<file path="config.mk">
export PLATFORM = sky130hd
export DESIGN_NAME = bsc_ctrl
export DESIGN_NICKNAME = d
export VERILOG_FILES = /design/src/hdl/bsc_pkg.sv /design/src/hdl/bsc_ctrl.sv
export SDC_FILE = /design/constraint.sdc
export NUM_CORES = 1
export LEC_CHECK = 0
export BUFFER_PORTS_ARGS = -buffer_cell sky130_fd_sc_hd__buf_2
export CAP_MARGIN = 40
export CORE_ASPECT_RATIO = 0.7
export CORE_MARGIN = 2
export CORE_UTILIZATION = 56
export CTS_CLUSTER_DIAMETER = 200
export DETAILED_ROUTE_END_ITERATION = 10
export GPL_TIMING_DRIVEN = 0
export PLACE_DENSITY = 0.78
export SYNTH_ARGS = -nofsm -noshare
export SYNTH_HDL_FRONTEND = slang
export SYNTH_SLANG_ARGS = --single-unit
export TNS_END_PERCENT = 5
</file>
<file path="constraint.sdc">
create_clock -name clk -period 3.8 [get_ports clk]
set_clock_uncertainty 0.05 [all_clocks]
set_input_delay 0.38 -clock clk [delete_from_list [all_inputs] [get_ports clk]]
set_output_delay 0.38 -clock clk [all_outputs]
set_load 0.02 [all_outputs]
</file>
<file path="src/hdl/bsc_pkg.sv">
`timescale 1ns / 1ps
`default_nettype none

package bsc_pkg;

	localparam int MAX_PROCESSES = 8;
	localparam int MAX_RESOURCES = 4;
	localparam int PW = $clog2(MAX_PROCESSES);
	localparam int RW = $clog2(MAX_RESOURCES);
	localparam int AW = PW + RW;
	localparam int PCW = PW + 1;
	localparam int RCW = RW + 1;
	localparam int WORK_W = 12;
	localparam logic [WORK_W-1:0] WORK_MAX = '1;

	// item modes
	localparam logic [2:0] MODE_LOAD_AVAIL = 3'd0;
	localparam logic [2:0] MODE_LOAD_ALLOC = 3'd1;
	localparam logic [2:0] MODE_LOAD_MAX = 3'd2;
	localparam logic [2:0] MODE_REQUEST = 3'd3;
	localparam logic [2:0] MODE_CHECK = 3'd4;

	// result status codes
	localparam logic [1:0] ST_SAFE = 2'd0;
	localparam logic [1:0] ST_UNSAFE = 2'd1;
	localparam logic [1:0] ST_REFUSED = 2'd2;

	// configuration register indexes
	localparam logic CFG_PROCESS_COUNT = 1'b0;
	localparam logic CFG_RESOURCE_COUNT = 1'b1;

	typedef enum logic [3:0] {
		S_IDLE,
		S_REQ_RD,
		S_REQ_EV,
		S_COMMIT,
		S_INIT,
		S_P_NEXT,
		S_CHK_RD,
		S_CHK_EV,
		S_ADD,
		S_EMIT,
		S_REPORT
	} state_t;

	// one memory access port
	typedef struct packed {
		logic          we;
		logic [AW-1:0] waddr;
		logic [7:0]    wdata;
		logic [AW-1:0] raddr;
	} mem_port_t;

endpackage

`default_nettype wire

</file>
<file path="src/hdl/bsc_ctrl.sv">
`timescale 1ns / 1ps
`default_nettype none

module bsc_ctrl (
	input  wire logic                   clk,
	input  wire logic                   arst_n,
	input  wire logic [bsc_pkg::PCW-1:0] np,
	input  wire logic [bsc_pkg::RCW-1:0] nr,
	input  wire logic                   in_valid,
	output logic                        in_stall,
	input  wire logic [2:0]             mode,
	input  wire logic [2:0]             process,
	input  wire logic [1:0]             resource,
	input  wire logic [7:0]             amount,
	input  wire logic                   final_element,
	output logic                        out_valid,
	input  wire logic                   out_stall,
	output logic [1:0]                  status,
	output logic [2:0]                  sequence_process,
	output logic                        last,
	output bsc_pkg::mem_port_t          alloc_port,
	output bsc_pkg::mem_port_t          max_port,
	input  wire logic [7:0]             alloc_rd,
	input  wire logic [7:0]             max_rd
);
	import bsc_pkg::*;

	state_t state_q, state_d;

	logic [7:0]        avail_q [MAX_RESOURCES];
	logic [7:0]        reqbuf_q [MAX_RESOURCES];
	logic [7:0]        tmp_q [MAX_RESOURCES];
	logic [WORK_W-1:0] work_q [MAX_RESOURCES];
	logic [PW-1:0]     seq_q [MAX_PROCESSES];
	logic [MAX_PROCESSES-1:0] finished_q;
	logic [PW-1:0]     req_p_q;
	logic [PCW-1:0]    i_q;
	logic [PCW-1:0]    count_q;
	logic [PCW-1:0]    k_q;
	logic [RCW-1:0]    j_q;
	logic              ok_q;
	logic              fit_q;
	logic              progress_q;
	logic [1:0]        rep_status_q;

	logic              accept;
	logic              out_free;
	logic              out_load;
	logic [RW-1:0]     jx;
	logic signed [8:0] need9;
	logic signed [12:0] need13;
	logic              req_ok_now;
	logic              fit_now;
	logic              j_last;
	logic              emit_last;

	assign accept = in_valid && !in_stall;
	assign out_free = !out_valid || !out_stall;
	assign out_load = out_free && ((state_q == S_EMIT) || (state_q == S_REPORT));
	assign jx = j_q[RW-1:0];
	assign need9 = $signed({1'b0, max_rd}) - $signed({1'b0, alloc_rd});
	assign need13 = {{4{need9[8]}}, need9};
	assign req_ok_now = ok_q && !(need9 < $signed({1'b0, reqbuf_q[jx]}))
		&& (reqbuf_q[jx] <= avail_q[jx]);
	assign fit_now = fit_q && ($signed({1'b0, work_q[jx]}) >= need13);
	assign j_last = (j_q + RCW'(1)) >= nr;
	assign emit_last = (k_q + PCW'(1)) == np;

	// next state
	always_comb begin
		state_d = state_q;
		case (state_q)
			S_IDLE: begin
				if (accept) begin
					if (mode == MODE_CHECK) begin
						state_d = S_INIT;
					end else if (mode == MODE_REQUEST && final_element) begin
						state_d = ({1'b0, process} < np) ? S_REQ_RD : S_REPORT;
					end
				end
			end
			S_REQ_RD: state_d = S_REQ_EV;
			S_REQ_EV: begin
				if (!j_last) begin
					state_d = S_REQ_RD;
				end else begin
					state_d = req_ok_now ? S_COMMIT : S_REPORT;
				end
			end
			S_COMMIT: state_d = j_last ? S_INIT : S_COMMIT;
			S_INIT:   state_d = S_P_NEXT;
			S_P_NEXT: begin
				if (i_q == np) begin
					if (!progress_q) begin
						state_d = S_REPORT;
					end else if (count_q == np) begin
						state_d = S_EMIT;
					end
				end else if (!finished_q[i_q[PW-1:0]]) begin
					state_d = S_CHK_RD;
				end
			end
			S_CHK_RD: state_d = S_CHK_EV;
			S_CHK_EV: begin
				if (!j_last) begin
					state_d = S_CHK_RD;
				end else begin
					state_d = fit_now ? S_ADD : S_P_NEXT;
				end
			end
			S_ADD:    state_d = S_P_NEXT;
			S_EMIT:   state_d = (out_free && emit_last) ? S_IDLE : S_EMIT;
			S_REPORT: state_d = out_free ? S_IDLE : S_REPORT;
			default:  state_d = S_IDLE;
		endcase
	end

	// memory ports and input stall
	always_comb begin
		in_stall = (state_q != S_IDLE);
		alloc_port = '0;
		max_port = '0;
		alloc_port.raddr = (state_q == S_REQ_RD) ? {req_p_q, jx} : {i_q[PW-1:0], jx};
		max_port.raddr = alloc_port.raddr;
		case (state_q)
			S_IDLE: begin
				alloc_port.we = accept && (mode == MODE_LOAD_ALLOC);
				max_port.we = accept && (mode == MODE_LOAD_MAX);
				alloc_port.waddr = {process, resource};
				max_port.waddr = {process, resource};
				alloc_port.wdata = amount;
				max_port.wdata = amount;
			end
			S_COMMIT: begin
				alloc_port.we = 1'b1;
				alloc_port.waddr = {req_p_q, jx};
				alloc_port.wdata = tmp_q[jx] + reqbuf_q[jx];
			end
			default: begin
				alloc_port.we = 1'b0;
			end
		endcase
	end

	always_ff @(posedge clk or negedge arst_n) begin
		if (!arst_n) begin
			state_q <= S_IDLE;
		end else begin
			state_q <= state_d;
		end
	end

	// datapath registers
	always_ff @(posedge clk or negedge arst_n) begin
		if (!arst_n) begin
			for (int r = 0; r < MAX_RESOURCES; r++) begin
				avail_q[r] <= '0;
				reqbuf_q[r] <= '0;
				work_q[r] <= '0;
				tmp_q[r] <= '0;
			end
			for (int p = 0; p < MAX_PROCESSES; p++) begin
				seq_q[p] <= '0;
			end
			finished_q <= '0;
			req_p_q <= '0;
			i_q <= '0;
			count_q <= '0;
			k_q <= '0;
			j_q <= '0;
			ok_q <= 1'b0;
			fit_q <= 1'b0;
			progress_q <= 1'b0;
			rep_status_q <= ST_UNSAFE;
			out_valid <= 1'b0;
			status <= ST_SAFE;
			sequence_process <= '0;
			last <= 1'b0;
		end else begin
			if (out_load) begin
				out_valid <= 1'b1;
			end else if (!out_stall) begin
				out_valid <= 1'b0;
			end
			case (state_q)
				S_IDLE: begin
					if (accept) begin
						if (mode == MODE_LOAD_AVAIL) begin
							avail_q[resource] <= amount;
						end
						if (mode == MODE_REQUEST) begin
							req_p_q <= process;
							j_q <= '0;
							ok_q <= 1'b1;
							if (final_element && ({1'b0, process} >= np)) begin
								rep_status_q <= ST_REFUSED;
								for (int r = 0; r < MAX_RESOURCES; r++) begin
									reqbuf_q[r] <= '0;
								end
							end else begin
								reqbuf_q[resource] <= amount;
							end
						end
					end
				end
				S_REQ_EV: begin
					tmp_q[jx] <= alloc_rd;
					ok_q <= req_ok_now;
					if (!j_last) begin
						j_q <= j_q + RCW'(1);
					end else begin
						j_q <= '0;
						if (!req_ok_now) begin
							rep_status_q <= ST_REFUSED;
							for (int r = 0; r < MAX_RESOURCES; r++) begin
								reqbuf_q[r] <= '0;
							end
						end
					end
				end
				S_COMMIT: begin
					avail_q[jx] <= avail_q[jx] - reqbuf_q[jx];
					j_q <= j_q + RCW'(1);
					if (j_last) begin
						for (int r = 0; r < MAX_RESOURCES; r++) begin
							reqbuf_q[r] <= '0;
						end
					end
				end
				S_INIT: begin
					for (int r = 0; r < MAX_RESOURCES; r++) begin
						work_q[r] <= {{(WORK_W-8){1'b0}}, avail_q[r]};
					end
					finished_q <= '0;
					count_q <= '0;
					i_q <= '0;
					progress_q <= 1'b0;
				end
				S_P_NEXT: begin
					if (i_q == np) begin
						if (!progress_q) begin
							rep_status_q <= ST_UNSAFE;
						end else if (count_q != np) begin
							i_q <= '0;
							progress_q <= 1'b0;
						end
						k_q <= '0;
					end else if (finished_q[i_q[PW-1:0]]) begin
						i_q <= i_q + PCW'(1);
					end else begin
						j_q <= '0;
						fit_q <= 1'b1;
					end
				end
				S_CHK_EV: begin
					tmp_q[jx] <= alloc_rd;
					fit_q <= fit_now;
					j_q <= j_q + RCW'(1);
					if (j_last && !fit_now) begin
						i_q <= i_q + PCW'(1);
					end
				end
				S_ADD: begin
					// add the finished process's allocation into work, saturating
					for (int r = 0; r < MAX_RESOURCES; r++) begin
						if (RCW'(r) < nr) begin
							if (({1'b0, work_q[r]} + {{(WORK_W-7){1'b0}}, tmp_q[r]})
								> {1'b0, WORK_MAX}) begin
								work_q[r] <= WORK_MAX;
							end else begin
								work_q[r] <= work_q[r] + {{(WORK_W-8){1'b0}}, tmp_q[r]};
							end
						end
					end
					seq_q[count_q[PW-1:0]] <= i_q[PW-1:0];
					finished_q[i_q[PW-1:0]] <= 1'b1;
					count_q <= count_q + PCW'(1);
					progress_q <= 1'b1;
					i_q <= i_q + PCW'(1);
				end
				S_EMIT: begin
					if (out_free) begin
						status <= ST_SAFE;
						sequence_process <= seq_q[k_q[PW-1:0]];
						last <= emit_last;
						k_q <= k_q + PCW'(1);
					end
				end
				S_REPORT: begin
					if (out_free) begin
						status <= rep_status_q;
						sequence_process <= '0;
						last <= 1'b1;
					end
				end
				default: begin
					j_q <= j_q;
				end
			endcase
		end
	end

	// finished flags track the sequence length
	a_count_matches: assert property (@(posedge clk) disable iff (!arst_n)
		($countones(finished_q) == count_q))
		else $error("finished flags disagree with sequence count");

	// a process is only added while the sequence has room
	a_add_room: assert property (@(posedge clk) disable iff (!arst_n)
		(state_q == S_ADD) |-> (count_q < np))
		else $error("sequence overflow");

	// the sequence is emitted only when complete
	a_emit_full: assert property (@(posedge clk) disable iff (!arst_n)
		(state_q == S_EMIT) |-> (count_q == np))
		else $error("emitting incomplete sequence");

	// commits follow a passed request check only
	a_commit_ok: assert property (@(posedge clk) disable iff (!arst_n)
		(state_q == S_COMMIT) |-> ok_q)
		else $error("commit without passed check");

endmodule

`default_nettype wire
</file>
==> reports/metrics.cfg, run 1 <==
[placed_design]
gp_congestion=0.9806
hpwlAfterDp_um=32480
io_buffers=78
dpl_cell_area_mm2=0.01463
post-place-ws_ns=-1.051

[timing]
setup_viol=37
max_freq_mhz=248.5
holdWs_ns=0.05654
period_minus_slack_ns=4.024
slew_viol_final=0
rsz0062_at_grt=yes
tightest_slew_ns=0.9240
setup_slack_ns=-0.2238
finalHoldViolations=0
maxSlewHeadroom_pct=38.06
period_share_pct=105.9

[clock_tree]
cts_tree=built
clk_pin_slew_worst_paths_ns=0.07
insertion_delay_ns=0.53
clock_path_buffers=3
numCtsBuffers=22
cts_max_level=1
clockRootBuffer=clkbuf_16
cts.sinks=210

[grt]
antenna_found_initial=0
grt.total_usage_pct=33.93
grt_pass1_wl_um=67120
use_met1_pct=50.63
grt_pass1_vias=11910
grt_max_degree=114
grt_overflow_total=0
use_met3_pct=10.52
use_met2_pct=48.66
top_usage_layer=met1

[route]
drc=0
first_iter_violations=1538
first_pass_iters=6
final_antenna_net_count=0
wirelength_um=43290
vias_per_cell=6.597
vias=12470
wl_per_cell_um=22.90

[synthesis]
ys_top_cells_by_area=dfrtp_1 38%, ha_1 7.6%, mux4_2 6.9%
synthCells=1428
avgSynthCellArea_um2=9.635
synth_edf_count=0
synthFlopType=dfrtp_1
yosysTopAreaCellShare_pct=38.01
yosysTopAreaCell=dfrtp_1
synth_cell_types=81
synthesis.area_mm2=0.01376
ys_async_sr_fraction_pct=100.0
yosysSeqAreaShare_pct=38.20
yosysWarnings=0
synth.most_common_cell=dfrtp_1
synthTopCellsByCount=209 x dfrtp_1, 149 x nand2_1, 141 x o21ai_0
ys_seq_elements=210
synth_fp_nets=1563

[critical_path]
cp-start-kind=register
crit_type=register to output pin
cp.required_ns=3.37
worstPathMaxFanout=10
cp.arrival_ns=3.59
endpoint_kind=output pin

[floorplanning]
io_pins=90
start_util_pct=57.62
core_area_mm2=0.02388
die_w_um=191.3
die-area_mm2=0.02586
rows=47
fp.dieH_um=135.1

[status]
outcome=complete, but fails checks
violations=negative setup slack

[power]
vdd_drop_max_mv=0.5460
p_leak_nw=7.299
power_density_mw_per_mm2=903.6
total_power_mw=14.38

[cells_and_area]
synthToLayoutAreaGrowth_pct=15.63
nNetsFinal=1691
final_area_mm2=0.01591
antennaDiodeCount=0
final_layout_size_suffix_gt1_share_pct=17.75

[job]
maxCapViolations=0

[worst_hold_path]
hp-class=input pin to register

-- cell usage in the layout (no fill, tap or decap), drive strengths merged, types with 37 or more instances in the layout --
cell type | synthesis | routed
a21o | 43 | 43
a21oi | 82 | 82
buf | 37 | 140
clkbuf | 45 | 77
dfrtp | 209 | 209
ha | 84 | 84
inv | 71 | 70
mux4 | 43 | 43
nand2 | 149 | 149
nor2 | 91 | 91
o21ai | 156 | 156
xnor2 | 37 | 37
-- through the flow --
stage / setup TNS (ns) / utilization [%] / instances
3_5_place_dp: -43.32 / 61.29 / 1831
3_3_place_gp: -323.66 / 60.93 / 1824
4_1_cts: -4.678 / 65.93 / 1886
6_report: -3.721 / 66.63 / 1890
2_1_floorplan: -0.1763 / - / 1428
5_1_grt: -9.478 / 66.63 / 1890
-- registers in the layout, summed over array words and instances, names as in the netlist, 4 cells and up --
name and flops:
seq_q 24, avail_q 32, count_q 4, work_q 48
reqbuf_q 32, finished_q 8, i_q 4, k_q 4
tmp_q 32, state_q 4
-- logic make-up after synthesis --
family          Yosys count  synth area share, %
compound gates          459                21.86
xor+xnor                 56                3.665
fa+ha+maj                92                8.740
buf+inv                 153                4.847
flops                   210                38.20
mux                      76                9.731
simple gates            382                12.95
-- final timing paths --
kind / start / depth (start not counted) / slack [ns] / end
setup reg to reg: j_q[0] / 18 / -0.13 / reqbuf_q[28]
hold / removal: process[0] / 2 / 0.06 / req_p_q[0]
setup / recovery: j_q[0] / 12 / -0.22 / alloc_port[12]
max in group asynchronous: arst_n / 3 / 2.20 / rep_status_q[0]
hold reg to reg: sequence_process[0] / 2 / 0.43 / sequence_process[0]
min in group asynchronous: arst_n / 2 / 0.49 / tmp_q[1]
-- where the power goes --
group / total [mW] / internal (mW) / leakage [nW] / switching, mW
combinational: 8.06 / 3.41 / 4.19 / 4.65
sequential: 3.78 / 2.99 / 2.69 / 0.790
clock: 2.53 / 1.58 / 0.415 / 0.956
total: 14.4 / 7.98 / 7.30 / 6.39
-- critical path: stages, from the launching register on --
cell	delay [ns]
dfrtp_2	0.46
buf_12	0.15
clkbuf_4	0.29
mux4_2	0.63
ha_1	0.34
inv_1	0.06
o21bai_1	0.20
a21oi_2	0.10
o21bai_1	0.14
a21oi_1	0.10
xnor2_1	0.29
a21o_1	0.16
buf_4	0.13
-- layer usage --
layer / share of wire, % / vias to the layer above / routed length [um]
met3: 14 / 77 / 5853
met1: 43 / 6168 / 18590
met4: 2.0 / 0 / 881
met5: 0 / - / 0
met2: 41 / 722 / 17960
li1: - / 5502 / -
-- what timing repair did --
item | in CTS | in global routing
pin swaps | 15 | 14
resized for setup | 41 | 26
buffers inserted | 14 | 6
endpoints found under the setup margin | 71 | 59
hold endpoints to repair | 112 | 0
hold buffers | 1 | 0
-- final cells by class --
type,count,area [um^2]
tap,318,397.9
sequential,210,5259
fill,1865,7966
buffer,81,456.7
clock buffer,32,679.4
inverter,71,270.3
timing repair buffer,105,650.6
clock inverter,8,167.7
multi-input combinational,1065,8028
Note: power is estimated with default switching activity, not from simulation.
==> inputs of run 2 (changes only) <==
Settings changed: CORE_UTILIZATION 56 to 57, CTS_BUF_LIST from default to sky130_fd_sc_hd__clkbuf_2, PLACE_DENSITY 0.78 to 0.79.
==> reports/metrics.cfg, run 2 (synthesis gave the netlist of run 1 again) <==
[timing]
rsz0062_at_grt=yes
setup_slack_ns=-0.5269
tightest_slew_ns=0.9322
max_freq_mhz=231.1
finalHoldViolations=0
setup_viol=40
maxSlewHeadroom_pct=37.52
period_minus_slack_ns=4.327
slew_viol_final=0
period_share_pct=113.9

[clock_tree]
clk_pin_slew_worst_paths_ns=0.10
numCtsBuffers=52
clock_path_buffers=3
clockRootBuffer=clkbuf_2
cts_max_level=2
cts_tree=built
insertion_delay_ns=0.94
cts.sinks=210

[critical_path]
timing.rr.start=j_q[0]
rr_endpoint=reqbuf_q[19]
path_cells=buf_12 -> buf_12 -> mux4_2 -> ha_4 -> a21o_1 -> a21oi_2 -> o21bai_1 -> a21oi_2 -> o21bai_1 -> a21oi_1 -> xnor2_1 -> a21o_1 -> buf_6
rrSetupSlack_ns=-0.14
cp-start-kind=register
crit_type=register to output pin
slowest_delay_ns=0.63
worstPathMaxFanout=5
cp.arrival_ns=3.90
endpoint_kind=output pin
cp.required_ns=3.37
crit_slowest_cell=mux4_2
reg2regPathDepth=18

[grt]
grt.total_usage_pct=34.53
grt_pass1_vias=12190
use_met2_pct=49.04
antenna_found_initial=3
use_met3_pct=11.80
grt_overflow_total=0
grt_max_degree=117
use_met1_pct=50.62
top_usage_layer=met1
grt_pass1_wl_um=67430

[cells_and_area]
fin_util_pct=66.86
final_common_cell=dfrtp_1
largest_reg_flops=48
nNetsFinal=1747
register_area_mm2=0.005259
multi_input_area_mm2=0.007993
final_area_mm2=0.01585
synthToLayoutAreaGrowth_pct=15.17
top_register=work_q
layout_common_cells=207 x dfrtp_1, 149 x nand2_1, 141 x o21ai_0
final_layout_size_suffix_gt1_share_pct=19.24
nFillCells=1895

[power]
vdd_drop_max_mv=0.5452
p_leak_nw=7.379
power_density_mw_per_mm2=863.5

[floorplanning]
io_pins=90
die-area_mm2=0.02542
start_util_pct=58.05
fp.dieH_um=134.0
rows=47
die_w_um=189.7
core_area_mm2=0.02370

[route]
final_antenna_net_count=0
first_iter_violations=1525
wl_per_cell_um=22.14
vias_per_cell=6.391
drc=0
wirelength_um=43410
first_pass_iters=6
vias=12530

[status]
outcome=complete, but fails checks
violations=negative setup slack

[placed_design]
io_buffers=78
gp_congestion=0.9843
hpwlAfterDp_um=32270
post-place-ws_ns=-1.032
dpl_cell_area_mm2=0.01463

[worst_hold_path]
hp-class=input pin to async pin

[job]
maxCapViolations=0

run 2: changes by cell type in the layout (fill, tap and decap cells not counted), sizes merged:
cell and delta:
dlygate4sd3 +27, clkinvlp -2, diode +1, clkbuf +38
clkinv +7, buf +1, bufinv -2, inv +1
run 2: critical path: cells and delay by family (launching register included):
family	cells	cell delay, ns
xor gates and xnor gates	1	0.19
DFF	1	0.45
buffers and inverters	3	0.36
adders and majority gates	1	0.28
muxes	1	0.63
AOI/OAI and AO/OA	7	1.06
run 2: area by class of cell:
class                      count  area share, %
antenna                        1        0.01579
buffer                        81          3.103
clock buffer                  72          2.274
clock inverter                12         0.7896
inverter                      71          1.682
multi-input combinational   1065          50.44
sequential                   210          33.19
tap                          318          2.511
timing repair buffer         131          5.993
run 2: how the worst max path moves through the flow:
stage / from / endpoint / slack, ns
2_1_floorplan: j_q[0] / alloc_port[12] / -0.07
3_3_place_gp: arst_n / req_p_q[0] / -1.34
3_5_place_dp: alloc_rd[1] / i_q[0] / -1.03
4_1_cts: j_q[0] / alloc_port[11] / -0.61
5_1_grt: j_q[0] / alloc_port[12] / -0.63
6_report: j_q[0] / alloc_port[12] / -0.53
run 2: what timing repair did:
| action | 4_1_cts | 5_1_grt |
|---|---|---|
| endpoints found under the hold margin | 189 | 0 |
| pin swaps | 17 | 15 |
| setup endpoints to repair | 73 | 56 |
| resized for setup | 58 | 22 |
| buffers inserted | 16 | 4 |
| hold buffers | 28 | 0 |
run 2: power by group:
| group | switching, mW | leakage, nW | total (mW) | internal [mW] |
|---|---|---|---|---|
| registers | 0.779 | 2.69 | 3.76 | 2.98 |
| clock network | 0.970 | 0.358 | 1.68 | 0.705 |
| logic | 4.70 | 4.33 | 8.24 | 3.55 |
run 2: per-layer routing:
metal | up-vias | wire, um
met4 | 4 | 765
met3 | 99 | 5728
met1 | 6092 | 18770
met5 | - | 23
met2 | 700 | 18120
li1 | 5637 | -
run 2: stage by stage:
stage	power [mW]	setup TNS, ns	std cells	hold slack (ns)
final	13.68	-5.510	1961	0.03810
after CTS	13.23	-4.568	1958	0.007004
after global placement	10.69	-322.97	1824	0.4076
after floorplan	8.882	-0.1763	1428	0.03441
after detailed placement	11.00	-40.10	1830	0.4101
after global routing	14.55	-11.86	1961	0.02870
==> inputs of run 3 (changes only) <==
Settings changed: CORE_ASPECT_RATIO 0.7 to 0.5, CORE_UTILIZATION 57 to 60.
Clock period 3.8 ns to 5.45 ns, I/O delays scaled along.
==> reports/metrics.cfg, run 3 (synthesis gave the netlist of run 1 again) <==
[worst_hold_path]
hold_end=tmp_q[25]
min_path_cells=3
hp-class=input pin to register
min_from=alloc_rd[1]

[status]
outcome=completed

[clock_tree]
postCtsSetupBuffers=0
cts_tree=built
insertion_delay_ns=0.87
cts_max_level=2
clockRootBuffer=clkbuf_2
clock_path_buffers=3
numCtsBuffers=49
clk_pin_slew_worst_paths_ns=0.11
cts.sinks=210

[timing]
max_freq_mhz=191.9
setup_viol=0
setup-tns-final_ns=0
rsz0062_at_grt=no
slew_viol_final=0
holdWs_ns=0.04386
tightest_slew_ns=0.9847
period_share_pct=95.62
finalHoldViolations=0
maxSlewHeadroom_pct=33.92
period_minus_slack_ns=5.212

[grt]
grt_overflow_total=0
grt_pass1_wl_um=66750
grt.total_usage_pct=35.83
grt_pass1_vias=12220
antenna_found_initial=1
grt_max_degree=111

[cells_and_area]
largest_reg_flops=48
layout_common_cells=208 x dfrtp_1, 149 x nand2_1, 141 x o21ai_0
top_register=work_q
nNetsFinal=1710
synthToLayoutAreaGrowth_pct=10.33
final_common_cell=dfrtp_1
final_layout_size_suffix_gt1_share_pct=16.31

[floorplanning]
io_pins=90
die_w_um=218.2
start_util_pct=60.76
core_area_mm2=0.02264
rows=39
die-area_mm2=0.02423
fp.dieH_um=111.1

[route]
wl_per_cell_um=22.06
vias_per_cell=6.513
first_pass_iters=6
first_iter_violations=1442
vias=12510
drc=0
wirelength_um=42380
final_antenna_net_count=0

[critical_path]
crit_type=register to output pin
rrSetupSlack_ns=0.98
timing.rr.start=j_q[1]
cp-start-kind=register
slowest_delay_ns=0.59
cp.required_ns=4.86
cp.arrival_ns=4.62
worstPathMaxFanout=14
path_delay_family=compound AO/OA/AOI/OAI gates
rr_endpoint=reqbuf_q[15]
cp_num_buf_inv=4
endpoint_kind=output pin
reg2regPathDepth=13
path_common_cell=a21oi_1
path_depth=14
crit_slowest_cell=mux4_2
path_cells=buf_6 -> buf_1 -> buf_8 -> mux4_2 -> ha_1 -> a21o_1 -> a21oi_1 -> o21bai_1 -> a21oi_1 -> o21bai_1 -> a21oi_1 -> xnor2_1 -> a21o_1 -> buf_2

[power]
seqPwrFrac_pct=28.8
vdd_drop_max_mv=0.3352
comb_power_share_pct=59.5
switchingPower_mw=4.300
p_leak_nw=7.121
power_density_mw_per_mm2=585.1
p_int_mw=4.582
switching_share_pct=48.41
total_power_mw=8.882
clkPwrFrac_pct=11.7

[placed_design]
gp_congestion=1.012
io_buffers=78
hpwlAfterDp_um=32740

[job]
maxCapViolations=0

run 3: cell count changes in the layout (fill, tap and decap cells not counted), sizes merged:
cell	before	now
buf	141	122
bufinv	3	0
clkinv	9	17
dlygate4sd3	28	12
inv	71	72
run 3: how the worst max path moves through the flow:
stage / endpoint / slack, ns / from
after floorplan: rep_status_q[0] / 1.40 / j_q[0]
final: alloc_port[12] / 0.24 / j_q[0]
after detailed placement: alloc_port[12] / 0.36 / j_q[1]
after CTS: alloc_port[12] / 0.06 / j_q[1]
after global placement: avail_q[2] / 0.27 / arst_n
after global routing: alloc_port[12] / 0.0005 / j_q[0]
run 3: per-layer routing:
layer / vias to the layer above / track usage (%) / part of all wire, %
met1: 6232 / 53.14 / 45
li1: 5554 / - / -
met3: 80 / 9.300 / 10
met5: - / 0 / 0
met4: 0 / 9.524 / 2.2
met2: 645 / 52.21 / 43
run 3: per-stage QoR:
stage	cells	util [%]	setup slack, ns	cell area [um^2]
6_report	1921	67.04	0.2385	15180
4_1_cts	1921	67.04	0.05799	15180
2_1_floorplan	1428	-	1.399	13760
3_5_place_dp	1822	64.68	0.3600	14640
3_3_place_gp	1813	64.19	0.2713	14530
5_1_grt	1921	67.04	0.0005036	15180
run 3: repair_timing:
action / in CTS / in global routing
hold endpoints to repair: 130 / 0
cloned: 0 / 0
gates resized for setup: 0 / 1
endpoints found under the setup margin: 4 / 2
hold buffers: 12 / 0
run 3: area by class of cell:
class,instances,area [um^2]
diodes,1,2.502
plain buffers,79,387.9
clock buffers,71,355.3
clock inverters,18,68.82
fillers,1832,7462
inverters,71,266.5
multi-input cells,1065,7835
flip-flops and latches,210,5258
well taps,307,384.1
repair buffers,99,621.8
run 3: worst min-delay path, delay by kind of cell:
| kind | cells | cell delay [ns] |
|---|---|---|
| compound gates | 1 | 0.18 |
| buf+inv | 2 | 0.18 |
run 3: power groups by stage:
stage                     logic, mW  clock network [mW]  registers [mW]
after floorplan                3.78                   0            2.41
after global placement         4.94                   0            2.55
after detailed placement       5.13                   0            2.57
after CTS                      5.17                1.05            2.54
after global routing           5.74                1.14            2.61
final                          5.28                1.04            2.56
